===== config.mk =====
export PLATFORM = sky130hd
export DESIGN_NAME = decimal_text_to_fixed_point
export DESIGN_NICKNAME = d
export VERILOG_FILES = /design/src/rtl/core/dec2fx_pkg.sv /design/src/rtl/core/decimal_text_to_fixed_point.sv /design/src/rtl/core/dec2fx_classify.sv /design/src/rtl/core/dec2fx_mul10.sv
export SDC_FILE = /design/constraint.sdc
export NUM_CORES = 1
export LEC_CHECK = 0
export ABC_AREA = 1
export BUFFER_PORTS_ARGS = -buffer_cell sky130_fd_sc_hd__clkbuf_2
export CORE_MARGIN = 3
export CORE_UTILIZATION = 56
export DETAILED_ROUTE_END_ITERATION = 12
export GPL_TIMING_DRIVEN = 0
export PLACE_DENSITY_LB_ADDON = 0.2
export SLEW_MARGIN = 20
export SYNTH_ARGS = -nofsm -noshare
export SYNTH_HDL_FRONTEND = slang
export SYNTH_SLANG_ARGS = --single-unit
export TNS_END_PERCENT = 5

===== constraint.sdc =====
create_clock -name clk -period 7.5 [get_ports clk]
set_clock_uncertainty 0.1 [all_clocks]
set_input_delay 1.5 -clock clk [delete_from_list [all_inputs] [get_ports clk]]
set_output_delay 1.5 -clock clk [all_outputs]
set_load 0.005 [all_outputs]

===== src/rtl/core/dec2fx_pkg.sv =====
// package for the decimal text to fixed-point converter
// holds character codes, the sequencer state type and the shared structs
// no dependencies
package dec2fx_pkg;

  // largest supported number of fraction digits
  localparam int unsigned MaxScale = 18;

  localparam int ScaleWidth = 5;
  localparam int CharWidth  = 8;
  localparam int ValueWidth = 64;
  localparam int DigitWidth = 4;
  // value times ten plus a digit needs three extra bits, plus one for the carry
  localparam int ProdWidth  = ValueWidth + 4;

  localparam logic [CharWidth-1:0] CharZero  = 8'h30;
  localparam logic [CharWidth-1:0] CharNine  = 8'h39;
  localparam logic [CharWidth-1:0] CharMinus = 8'h2d;
  localparam logic [CharWidth-1:0] CharPlus  = 8'h2b;
  localparam logic [CharWidth-1:0] CharPoint = 8'h2e;

  typedef enum logic [1:0] {
    ST_IDLE,
    ST_CHAR,
    ST_FIN,
    ST_OUT
  } state_t;

  typedef struct packed {
    logic                  is_sign;
    logic                  is_minus;
    logic                  is_point;
    logic                  is_digit;
    logic [DigitWidth-1:0] digit;
  } char_class_t;

  typedef struct packed {
    logic                  over;
    logic [ValueWidth-1:0] value;
  } mul10_result_t;

endpackage


===== src/rtl/core/decimal_text_to_fixed_point.sv =====
// top level of the decimal text to fixed-point converter
// depends on dec2fx_pkg, dec2fx_classify and dec2fx_mul10
//
// usage:
//   input channel: character and last_char, transferred when in_valid is high
//   and in_stall is low. one decimal number is a run of characters, the last
//   one flagged by last_char.
//   output channel: fixed_value and ok, transferred when out_valid is high and
//   out_stall is low. one result per number, fixed_value is 0 when ok is 0.
//   config channel: cfg_data sets the number of fraction digits on a transfer
//   with cfg_valid and cfg_ready; write it only while no number is in flight.
// characters: each one is taken in, then gets one step of the shared
//   multiply-by-ten unit; in_stall is high during that step, so the next
//   character is not taken before the step is done.
// result: after the last character, the missing fraction digits P (0 to 18)
//   are padded by the same unit one per cycle, then the output register loads.
// stall: a finished result sits in the output register; characters of the
//   next number keep flowing, and only the following result waits for it.
// reset: synchronous, clears the number state, the scale register to 0 and
//   the output valid.
module decimal_text_to_fixed_point
  import dec2fx_pkg::*;
(
  input  logic                         clk,
  input  logic                         rst,
  // character input
  input  logic                         in_valid,
  output logic                         in_stall,
  input  logic [CharWidth-1:0]         character,
  input  logic                         last_char,
  // result output
  output logic                         out_valid,
  input  logic                         out_stall,
  output logic signed [ValueWidth-1:0] fixed_value,
  output logic                         ok,
  // scale register write
  input  logic                         cfg_valid,
  output logic                         cfg_ready,
  input  logic [ScaleWidth-1:0]        cfg_data
);

  state_t state, state_next;

  // scale register
  logic [ScaleWidth-1:0] scale;

  // captured character
  logic [CharWidth-1:0] char_q;
  logic                 last_q;

  // per-number state
  logic [ValueWidth-1:0] magnitude, magnitude_next;
  logic [ScaleWidth-1:0] fraction_count, fraction_count_next;
  logic after_point, after_point_next;
  logic seen_digit, seen_digit_next;
  logic is_negative, is_negative_next;
  logic at_start, at_start_next;
  logic failed, failed_next;

  logic load_out;
  logic out_valid_next;
  logic scale_ok;

  char_class_t   cls;
  mul10_result_t step;
  logic [DigitWidth-1:0] unit_digit;

  dec2fx_classify u_classify (
    .ch  (char_q),
    .cls (cls)
  );

  // padding steps feed a zero digit
  assign unit_digit = (state == ST_CHAR) ? cls.digit : '0;

  dec2fx_mul10 u_mul10 (
    .mag   (magnitude),
    .digit (unit_digit),
    .neg   (is_negative),
    .res   (step)
  );

  assign in_stall  = (state != ST_IDLE);
  assign cfg_ready = 1'b1;
  assign scale_ok  = (scale <= ScaleWidth'(MaxScale));

  always_ff @(posedge clk) begin
    if (rst) begin
      state <= ST_IDLE;
    end else begin
      state <= state_next;
    end
  end

  // sequencer: next state and per-number state updates
  always_comb begin
    state_next          = state;
    magnitude_next      = magnitude;
    fraction_count_next = fraction_count;
    after_point_next    = after_point;
    seen_digit_next     = seen_digit;
    is_negative_next    = is_negative;
    at_start_next       = at_start;
    failed_next         = failed;
    load_out            = 1'b0;

    unique case (state)
      ST_IDLE: begin
        if (in_valid) begin
          state_next = ST_CHAR;
        end
      end

      ST_CHAR: begin
        if (!failed) begin
          at_start_next = 1'b0;
          if (at_start && cls.is_sign) begin
            is_negative_next = cls.is_minus;
            if (last_q) begin
              failed_next = 1'b1;
            end
          end else if (cls.is_point) begin
            // needs a digit before it, one after it, and only one of them
            if (after_point || !seen_digit || last_q) begin
              failed_next = 1'b1;
            end else begin
              after_point_next = 1'b1;
            end
          end else if (!cls.is_digit) begin
            failed_next = 1'b1;
          end else begin
            seen_digit_next = 1'b1;
            if (after_point && (fraction_count >= scale)) begin
              // digits past the scale must be zeros
              if (cls.digit != '0) begin
                failed_next = 1'b1;
              end
            end else if (step.over) begin
              failed_next = 1'b1;
            end else begin
              magnitude_next = step.value;
              if (after_point) begin
                fraction_count_next = ScaleWidth'(fraction_count + 1'b1);
              end
            end
          end
        end
        state_next = last_q ? ST_FIN : ST_IDLE;
      end

      ST_FIN: begin
        if (failed || !seen_digit || !scale_ok) begin
          failed_next = 1'b1;
          state_next  = ST_OUT;
        end else if (fraction_count < scale) begin
          // pad one missing fraction digit
          if (step.over) begin
            failed_next = 1'b1;
            state_next  = ST_OUT;
          end else begin
            magnitude_next      = step.value;
            fraction_count_next = ScaleWidth'(fraction_count + 1'b1);
          end
        end else begin
          state_next = ST_OUT;
        end
      end

      ST_OUT: begin
        if (!out_valid || !out_stall) begin
          load_out            = 1'b1;
          magnitude_next      = '0;
          fraction_count_next = '0;
          after_point_next    = 1'b0;
          seen_digit_next     = 1'b0;
          is_negative_next    = 1'b0;
          at_start_next       = 1'b1;
          failed_next         = 1'b0;
          state_next          = ST_IDLE;
        end
      end
    endcase
  end

  // number state
  always_ff @(posedge clk) begin
    if (rst) begin
      magnitude      <= '0;
      fraction_count <= '0;
      after_point    <= 1'b0;
      seen_digit     <= 1'b0;
      is_negative    <= 1'b0;
      at_start       <= 1'b1;
      failed         <= 1'b0;
    end else begin
      magnitude      <= magnitude_next;
      fraction_count <= fraction_count_next;
      after_point    <= after_point_next;
      seen_digit     <= seen_digit_next;
      is_negative    <= is_negative_next;
      at_start       <= at_start_next;
      failed         <= failed_next;
    end
  end

  // character capture on an input transfer
  always_ff @(posedge clk) begin
    if (in_valid && !in_stall) begin
      char_q <= character;
      last_q <= last_char;
    end
  end

  // scale register
  always_ff @(posedge clk) begin
    if (rst) begin
      scale <= '0;
    end else if (cfg_valid && cfg_ready) begin
      scale <= cfg_data;
    end
  end

  // output register
  always_comb begin
    out_valid_next = out_valid;
    if (load_out) begin
      out_valid_next = 1'b1;
    end else if (out_valid && !out_stall) begin
      out_valid_next = 1'b0;
    end
  end

  always_ff @(posedge clk) begin
    if (rst) begin
      out_valid <= 1'b0;
    end else begin
      out_valid <= out_valid_next;
    end
  end

  always_ff @(posedge clk) begin
    if (load_out) begin
      ok <= !failed;
      if (failed) begin
        fixed_value <= '0;
      end else if (is_negative) begin
        fixed_value <= $signed('0 - magnitude);
      end else begin
        fixed_value <= $signed(magnitude);
      end
    end
  end

endmodule


===== src/rtl/core/dec2fx_classify.sv =====
// character decoder for the decimal text to fixed-point converter
// depends on dec2fx_pkg
module dec2fx_classify
  import dec2fx_pkg::*;
(
  input  logic [CharWidth-1:0] ch,
  output char_class_t          cls
);

  always_comb begin
    cls.is_sign  = (ch == CharMinus) || (ch == CharPlus);
    cls.is_minus = (ch == CharMinus);
    cls.is_point = (ch == CharPoint);
    cls.is_digit = (ch >= CharZero) && (ch <= CharNine);
    // '0'..'9' are 0x30..0x39, low nibble is the digit
    cls.digit    = ch[DigitWidth-1:0];
  end

endmodule


===== src/rtl/core/dec2fx_mul10.sv =====
// shared multiply-by-ten, add-digit and range-compare unit
// depends on dec2fx_pkg
module dec2fx_mul10
  import dec2fx_pkg::*;
(
  input  logic [ValueWidth-1:0] mag,
  input  logic [DigitWidth-1:0] digit,
  input  logic                  neg,
  output mul10_result_t         res
);

  logic [ProdWidth-1:0] prod;
  logic [ProdWidth-1:0] limit;

  // mag*10 + digit as (mag<<3) + (mag<<1) + digit
  assign prod = {1'b0, mag, 3'b000} + {3'b000, mag, 1'b0}
              + {{(ProdWidth-DigitWidth){1'b0}}, digit};

  // 2^63 for negative numbers, 2^63-1 otherwise
  assign limit = {4'b0000, neg, {(ValueWidth-1){~neg}}};

  assign res.over  = (prod > limit);
  assign res.value = prod[ValueWidth-1:0];

endmodule


=== Word-level counts from Yosys, hierarchy flattened ===
Index checks and enable logic that the tools add are counted.

* Register bits: 156
* Input port bits: 19
* Output and inout port bits: 68
* Word-level logic and storage cells: 145

* Add/sub/neg operators: 4
* $lt $le $gt $ge: 6
* Equality and inequality tests: 24
* Mux-type cells: 65
* Bitwise operators: 1
* Reduce and logical (&&, ||, !) cells: 31

{| class="wikitable"
|+ Operators by type and width
! kind !! count
|-
| two-way mux 64 bit || 10
|-
| case mux 64 bit (3 select lines) || 1
|-
| adder 67 x 65 -> 68 bit || 1
|-
| adder 68 x 4 -> 68 bit || 1
|-
| > comparator 68 x 64 -> 1 bit || 1
|-
| subtractor 1 x 64 -> 64 bit, first input constant || 1
|-
| two-way mux 5 bit || 11
|-
| two-way mux 1 bit || 29
|-
| inequality test 2 bit, second input constant || 14
|-
| == test 8 x 6 -> 1 bit, second input constant || 3
|-
| case mux 5 bit (3 select lines) || 1
|-
| two-way mux 2 bit || 6
|-
| AND reduction 12 bit || 1
|-
| AND reduction 6 bit || 2
|-
| AND reduction 9 bit || 1
|-
| greater-or-equal comparator 8 x 6 -> 1 bit, second input constant || 1
|-
| <= comparator 8 x 6 -> 1 bit, second input constant || 1
|-
| case mux 1 bit (2 select lines) || 4
|-
| case mux 2 bit (4 select lines) || 1
|-
| AND reduction 4 bit || 2
|-
| zero test 1 bit || 6
|-
| logical OR 1 bit || 6
|-
| inequality test 3 bit, second input constant || 2
|-
| AND reduction 3 bit || 2
|-
| other kinds (16) || 23
|}

=== Depth between registers and ports, before layout ===
Gate-level depths: netlist of run 1.

* Depth after elaboration: 11
* Gate-level depth with buffers: 43
* Gate-level depth less buffers: 42

=== Hierarchy ===
Synthesis of run 1 repeated with hierarchy kept, for this count alone.

* Cell total of the unflattened synthesis: 2360
* Area total of the unflattened synthesis: 15526.1 um2

{| class="wikitable"
|+ By module, submodules not included
! module !! instances !! cells an instance !! area an instance (um2) !! sequential area each (um2)
|-
| decimal_text_to_fixed_point || 1 || 1163 || 8409.3 || 3863.7
|-
| dec2fx_mul10 || 1 || 1165 || 6972.9 || 0.0
|-
| dec2fx_classify || 1 || 32 || 143.9 || 0.0
|}

=== Least setup slack after synthesis of run 1 ===
Ideal clock, no wire load.

* Path type: input-to-reg
* Start point: input out_stall
* End point: register fixed_value[0], enable pin
* Setup time: 0.490 ns
* Arrival: 4.744 ns
* Data required time: 6.910 ns
* Setup slack: 2.166 ns
* Stages: 7
* Buffers on the path: 0
* Cell sequence: nand2_1 nor2_1 a21oi_1 inv_1 nor2_1 inv_1 nor2_1

* Cells in the longest elaborated chain, start to end: 4

{| class="wikitable"
|+ RTL lines
! item !! line !! text
|-
| start, declared || decimal_text_to_fixed_point.sv:33 || <nowiki>input logic out_stall,</nowiki>
|-
| zero test 1 bit || decimal_text_to_fixed_point.sv:170 || <nowiki>if (!out_valid || !out_stall) begin</nowiki>
|-
| logical OR 1 bit || decimal_text_to_fixed_point.sv:170 ||
|-
| two-way mux 1 bit || decimal_text_to_fixed_point.sv:170 ||
|-
| two-way mux 1 bit || decimal_text_to_fixed_point.sv:107 || <nowiki>unique case (state)</nowiki>
|-
| net load_out || decimal_text_to_fixed_point.sv:60 || <nowiki>logic load_out;</nowiki>
|-
| end signal, assigned || decimal_text_to_fixed_point.sv:247 || <nowiki>fixed_value <= $signed('0 - magnitude);</nowiki>
|-
| end signal, assigned || decimal_text_to_fixed_point.sv:249 || <nowiki>fixed_value <= $signed(magnitude);</nowiki>
|-
| end, declared || decimal_text_to_fixed_point.sv:34 || <nowiki>output logic signed [ValueWidth-1:0] fixed_value,</nowiki>
|}

The timed path passes the listed nets, and every way through them passes these cells.
A chain may end at the register's enable or synchronous reset.

=== Final worst setup path of run 1 ===
* Start point: register state[0]
* End point: register magnitude[44]

* Cells in the longest elaborated chain, start to end: 11
* Elaborated cells between the ends (all ways): 25
* Classes of those cells: 1 x add/sub; 1 x order compare; 11 x eq/ne; 10 x mux; 2 x reduce/logical

{| class="wikitable"
|+ RTL lines
! item !! line !! text
|-
| start, declared || decimal_text_to_fixed_point.sv:42 || <nowiki>state_t state, state_next;</nowiki>
|-
| start signal, assigned || decimal_text_to_fixed_point.sv:91 || <nowiki>state <= state_next;</nowiki>
|-
| == test 2 x 1 -> 1 bit || decimal_text_to_fixed_point.sv:74, decimal_text_to_fixed_point.sv:107 ||
|-
| two-way mux 4 bit || decimal_text_to_fixed_point.sv:74 || <nowiki>assign unit_digit = (state == ST_CHAR) ? cls.digit : '0;</nowiki>
|-
| adder 68 x 4 -> 68 bit || dec2fx_mul10.sv:17 || <nowiki>+ {{(ProdWidth-DigitWidth){1'b0}}, digit};</nowiki>
|-
| > comparator 68 x 64 -> 1 bit || dec2fx_mul10.sv:22 || <nowiki>assign res.over = (prod > limit);</nowiki>
|-
| two-way mux 64 bit || decimal_text_to_fixed_point.sv:138, decimal_text_to_fixed_point.sv:157 ||
|-
| two-way mux 64 bit || decimal_text_to_fixed_point.sv:133 || <nowiki>if (after_point && (fraction_count >= scale)) begin</nowiki>
|-
| two-way mux 64 bit || decimal_text_to_fixed_point.sv:129 || <nowiki>end else if (!cls.is_digit) begin</nowiki>
|-
| two-way mux 64 bit || decimal_text_to_fixed_point.sv:122 || <nowiki>end else if (cls.is_point) begin</nowiki>
|-
| two-way mux 64 bit || decimal_text_to_fixed_point.sv:117 || <nowiki>if (at_start && cls.is_sign) begin</nowiki>
|-
| two-way mux 64 bit || decimal_text_to_fixed_point.sv:115 || <nowiki>if (!failed) begin</nowiki>
|-
| case mux 64 bit (3 select lines) || decimal_text_to_fixed_point.sv:107 ||
|-
| end signal, assigned || decimal_text_to_fixed_point.sv:196 || <nowiki>magnitude <= magnitude_next;</nowiki>
|-
| end, declared || decimal_text_to_fixed_point.sv:52 || <nowiki>logic [ValueWidth-1:0] magnitude, magnitude_next;</nowiki>
|}

Several ways; a longest one is shown, not always the timed one. The select of a mux whose other input is x is not followed.

==> results.py, run 1 <==
metrics = {
    "placement": {
        "port_buffers": 84,
        "dp_cells": 2459,
        "dpl_worst_slack_ns": 0.289,
        "dpl.hpwl_um": 33400,
        "gp_congestion": 0.985,
    },
    "setup_path": {
        "worstPathArrival_ns": 7.17,
        "path_buf_inv": 6,
        "cp_max_fo": 10,
        "cp_common_cell": "nand2_1",
        "path_class": "flip-flop to flip-flop",
        "crit_slowest_cell": "fa_1",
        "r2r_start": "state[0]$_SDFFE_PP0P_",
        "worstPathRequired_ns": 7.69,
        "end_kind": "flip-flop",
        "r2r_setup_slack_ns": 0.52,
        "max_stage_delay_ns": 0.48,
        "cp-start-kind": "flip-flop",
        "startpoint": "state[0]$_SDFFE_PP0P_",
        "path_delay_family": "simple AND/OR/NAND/NOR gates",
    },
    "clock_network": {
        "root_buffer": "clkbuf_16",
        "htreeDepth": 4,
        "clock_path_buffers": 2,
        "cts_tree": "done",
        "cts_setup_buffers": 0,
        "cts_hold_buffers": 0,
        "clock-sinks": 156,
        "numCtsBuffers": 17,
        "cts.clk_slew.worst_paths_ns": 0.06,
        "clk_latency_ns": 0.44,
    },
    "sta": {
        "worst_pin_slew_ns": 0.965,
        "slew_viol_final": 0,
        "setup_viol": 0,
        "finalWorstSetupSlack_ns": 0.517,
        "min_period_ns": 6.98,
        "finalHoldViolCount": 0,
        "finalSetupTns_ns": 0,
        "relSlewSlack_pct": 35.7,
        "post-route-period-util_pct": 93.1,
        "rsz0062_at_grt": "false",
        "fmax_mhz": 143,
    },
    "finish": {
        "seqCellArea_um2": 3870,
        "final_common_cell": "nand2_1",
        "instances_no_fill": 2491,
        "final_cell_mix": "nand2_1 (490), nor2_1 (221), inv_1 (217)",
        "multi_input_area_um2": 9600,
        "fillers": 2401,
        "final_nets": 2367,
        "fin_util_pct": 63.0,
        "num_antenna_cells": 0,
        "layout-drive-gt1-share_pct": 13.0,
        "area_delta_synth_final_pct": 9.83,
    },
    "routing": {
        "vias": 14100,
        "post-route-drc-count": 0,
        "drt-total-wl_um": 41600,
        "drtPass1Iterations": 6,
        "avgRoutedWirePerCell_um": 16.7,
        "via_per_inst": 5.65,
        "antenna_left": 0,
        "drtIter0Drc": 1141,
    },
    "synthesis": {
        "synth_top_area_share_pct": 17.0,
        "yosysUniqueCellTypes": 51,
        "synth_warnings": 0,
        "synth_area_um2": 14500,
        "synthArstFlopShare_pct": 0,
        "ys_ff_latch": 156,
        "synth.avg_cell_area_um2": 7.11,
        "synthesis.nets": 2262,
        "seq_area_frac_synth_pct": 26.6,
        "synth-main-ff-cell": "dfxtp_1",
        "yosys-top-cells-area": "ha_1 (17%), edfxtp_1 (15%), nand2_1 (13%)",
        "synth_cells": 2043,
        "synth_top_area_cell": "ha_1",
        "synth_edf_count": 74,
    },
    "global_routing": {
        "grt_pass1_vias": 13300,
        "antenna_found_initial": 0,
        "gr-total-overflow": 0,
        "grt_first_pass_wirelength_um": 67600,
        "grt_max_degree": 64,
        "track_usage_pct": 29.7,
    },
    "floorplanning": {
        "rows": 58,
        "dieArea_um2": 27900,
        "initial_core_util_pct": 57.4,
        "fp.dieW_um": 167,
        "ios": 87,
        "core_um2": 25300,
        "die_height_um": 167,
    },
    "power_and_ir_drop": {
        "leakage_uw": 0.00808,
        "peakVddDrop_mv": 0.114,
        "power_density_nw_per_um2": 132,
    },
    "hold_path": {
        "min_from": "at_start$_SDFFE_PP1P_",
        "hp-class": "flip-flop to flip-flop",
    },
    "run": {
        "maxCapViolations": 0,
    },
    "outcome": {
        "status": "finished clean",
    },
}
[per-layer routing]
metal	vias to the layer above	share of wire, %	GRT usage (%)
li1	7077	-	-
met1	6486	46	40.9
met2	448	46	48.6
met3	74	5.7	3.47
met4	0	2.7	9.79
met5	-	0	0
[area by class of cell]
type / instances / area share [%]
Sequential cell: 156 / 24.2
Timing Repair Buffer: 86 / 2.88
Buffer: 36 / 1.48
Multi-Input combinational cell: 1627 / 60.1
Clock buffer: 18 / 2.69
Inverter: 224 / 5.31
Tap cell: 330 / 2.59
Clock inverter: 14 / 0.682
[worst register-to-register path, delay by kind of cell (launching register included)]
kind / cells / cell delay (ns)
and+or+nand+nor: 24 / 2.59
buffers and inverters: 6 / 0.94
AOI/OAI and AO/OA: 6 / 1.32
DFF: 1 / 0.42
xor gates and xnor gates: 1 / 0.22
adders and majority gates: 3 / 1.28
[cells by family after synthesis]
| logic type | count (synthesis) | share of synthesized area [%] |
|---|---|---|
| AOI/OAI and AO/OA | 424 | 17.1 |
| other | 1 | 0.0258 |
| and+or+nand+nor | 940 | 27.7 |
| buffers and inverters | 260 | 7.46 |
| adders and majority gates | 200 | 17.3 |
| DFF | 156 | 26.6 |
| xor gates and xnor gates | 62 | 3.74 |
[registers in the layout, summed over array words and instances (netlist names), named ones only]
register / cells
last_q: 1
out_valid: 1
state: 1
magnitude: 64
char_q: 8
seen_digit: 1
at_start: 1
scale: 5
fraction_count: 5
after_point: 1
fixed_value: 64
is_negative: 1
ok: 1
failed: 1
[through the flow]
| step | total power (uW) | area [um^2] | hold slack, ns |
|---|---|---|---|
| CTS | 2110 | 16000 | 0.370 |
| global placement | 1270 | 15400 | 0.344 |
| global route | 2190 | 16000 | 0.396 |
| finish | 2110 | 16000 | 0.365 |
| floorplan | 1180 | 14500 | 0.328 |
| detailed placement | 1280 | 15400 | 0.361 |
[where the power goes]
part,internal (uW),switching (uW),total [uW]
clock,430,413,842
sequential,906,17.8,924
combinational,101,243,343
[worst paths after layout]
check | endpoint | depth (start not counted)
setup / recovery | magnitude[44]$_SDFFE_PP0P_ | 40
hold / removal | at_start$_SDFFE_PP1P_ | 2
setup reg to reg | magnitude[44]$_SDFFE_PP0P_ | 40
hold reg to reg | at_start$_SDFFE_PP1P_ | 2
[cells in the mapped netlist, drive strengths merged, types with 28 or more instances]
master / count
nand3: 55
o21ai: 116
a21oi: 252
dfxtp: 82
edfxtp: 74
ha: 198
clkbuf: 28
inv: 220
nor3: 41
nor2: 225
xor2: 42
nand2: 564
[what timing repair did]
action	4_1_cts	5_1_grt
endpoints found under the hold margin	0	0
endpoints found under the setup margin	0	63
resized for setup	0	2
No activity file was read; power rests on OpenSTA's default activity.
==> inputs of run 2 (changes only) <==
clock period = 8.35 ns   (was 7.5 ns; I/O delays follow)
==> results.py, run 2 (synthesis results as in run 1) <==
metrics = {
    "sta": {
        "setup_viol": 0,
        "min_period_ns": 7.30,
        "finalHoldViolCount": 0,
        "rsz0062_at_grt": "false",
        "finalSetupTns_ns": 0,
        "finalWorstSetupSlack_ns": 1.05,
        "worst_pin_slew_ns": 0.976,
        "fmax_mhz": 137,
        "slew_viol_final": 0,
        "timing.hold.ws_ns": 0.365,
        "post-route-period-util_pct": 87.5,
        "relSlewSlack_pct": 34.9,
    },
    "power_and_ir_drop": {
        "power_density_nw_per_um2": 119,
        "peakVddDrop_mv": 0.103,
        "leakage_uw": 0.00808,
    },
    "floorplanning": {
        "fp.dieW_um": 167,
        "initial_core_util_pct": 57.4,
        "die_height_um": 167,
        "dieArea_um2": 27900,
        "ios": 87,
        "core_um2": 25300,
        "rows": 58,
    },
    "finish": {
        "largestRegisters": "fixed_value x64, magnitude x64, char_q x8",
        "area_delta_synth_final_pct": 9.79,
        "num_antenna_cells": 0,
        "final_common_cell": "nand2_1",
        "final_cell_mix": "nand2_1 (490), nor2_1 (222), inv_1 (217)",
        "fin_util_pct": 63.0,
        "layout-drive-gt1-share_pct": 12.9,
        "instances_no_fill": 2491,
        "final_nets": 2367,
    },
    "clock_network": {
        "cts.clk_slew.worst_paths_ns": 0.06,
        "numCtsBuffers": 17,
        "cts_resized": 0,
        "cts_hold_buffers": 0,
        "clock_path_buffers": 2,
        "clk_latency_ns": 0.44,
        "cts_tree": "done",
        "clock-sinks": 156,
        "root_buffer": "clkbuf_16",
        "htreeDepth": 4,
        "cts_setup_buffers": 0,
    },
    "placement": {
        "dpl_worst_slack_ns": 1.14,
        "dp_cells": 2459,
        "gp_congestion": 0.985,
        "port_buffers": 84,
        "dpl.hpwl_um": 33400,
    },
    "setup_path": {
        "r2r_setup_slack_ns": 1.05,
        "crit_slowest_cell": "fa_1",
        "worstPathRequired_ns": 8.54,
        "cp-start-kind": "flip-flop",
        "worstPathArrival_ns": 7.49,
        "max_stage_delay_ns": 0.48,
        "cp_max_fo": 10,
        "path_class": "flip-flop to flip-flop",
        "cp_common_cell": "nand2_1",
        "end_kind": "flip-flop",
    },
    "routing": {
        "drt-total-wl_um": 41600,
        "drtPass1Iterations": 8,
        "drtIter0Drc": 1133,
        "post-route-drc-count": 0,
        "avgRoutedWirePerCell_um": 16.7,
        "vias": 14100,
        "antenna_left": 0,
        "via_per_inst": 5.65,
    },
    "run": {
        "maxCapViolations": 0,
    },
    "global_routing": {
        "grt_max_degree": 64,
        "grt_first_pass_wirelength_um": 67600,
        "gr-total-overflow": 0,
        "track_usage_pct": 29.7,
        "grt_pass1_vias": 13300,
        "antenna_found_initial": 0,
    },
    "hold_path": {
        "hp-class": "flip-flop to flip-flop",
    },
    "outcome": {
        "status": "finished clean",
    },
}
-- run 2: per-stage QoR --
step / total power [uW] / area, um^2
after floorplan: 1060 / 14500
after global placement: 1140 / 15400
after detailed placement: 1150 / 15400
after CTS: 1890 / 16000
after global routing: 1970 / 16000
final: 1890 / 16000
-- run 2: worst paths after layout --
check                                           start                          to  cells after the start
worst min-delay path            at_start$_SDFFE_PP1P_       at_start$_SDFFE_PP1P_                      2
worst max-delay path            state[0]$_SDFFE_PP0P_  magnitude[44]$_SDFFE_PP0P_                     40
worst min register to register  at_start$_SDFFE_PP1P_       at_start$_SDFFE_PP1P_                      2
worst max register to register  state[0]$_SDFFE_PP0P_  magnitude[44]$_SDFFE_PP0P_                     40
-- run 2: layout make-up --
type                    instances  area, um^2
clock buffers                  18         429
multi-input cells            1627        9590
well taps                     330         413
clock inverters                14         109
repair buffers                 86         460
fillers                      2401        9370
flip-flops and latches        156        3870
plain buffers                  36         236
inverters                     224         847
-- run 2: report_power, final --
part / total (uW) / internal, uW / switching (uW)
clock: 756 / 386 / 370
combinational: 308 / 90.4 / 218
sequential: 830 / 814 / 15.9
total: 1890 / 1290 / 604
-- run 2: critical path: cells and delay by family (launching register included) --
| kind | cells | cell delay, ns |
|---|---|---|
| flip-flops | 1 | 0.41 |
| XOR/XNOR | 1 | 0.21 |
| buffers and inverters | 6 | 0.96 |
| AND/OR/NAND/NOR | 24 | 2.69 |
| adder cells (fa/ha/maj) | 3 | 1.28 |
| AO/OA/AOI/OAI | 6 | 1.50 |
-- run 2: layer usage --
metal / share of wire [%] / GRT usage [%]
met4: 2.6 / 9.79
met3: 6.1 / 3.47
met2: 46 / 48.6
met5: 0 / 0
met1: 46 / 40.9
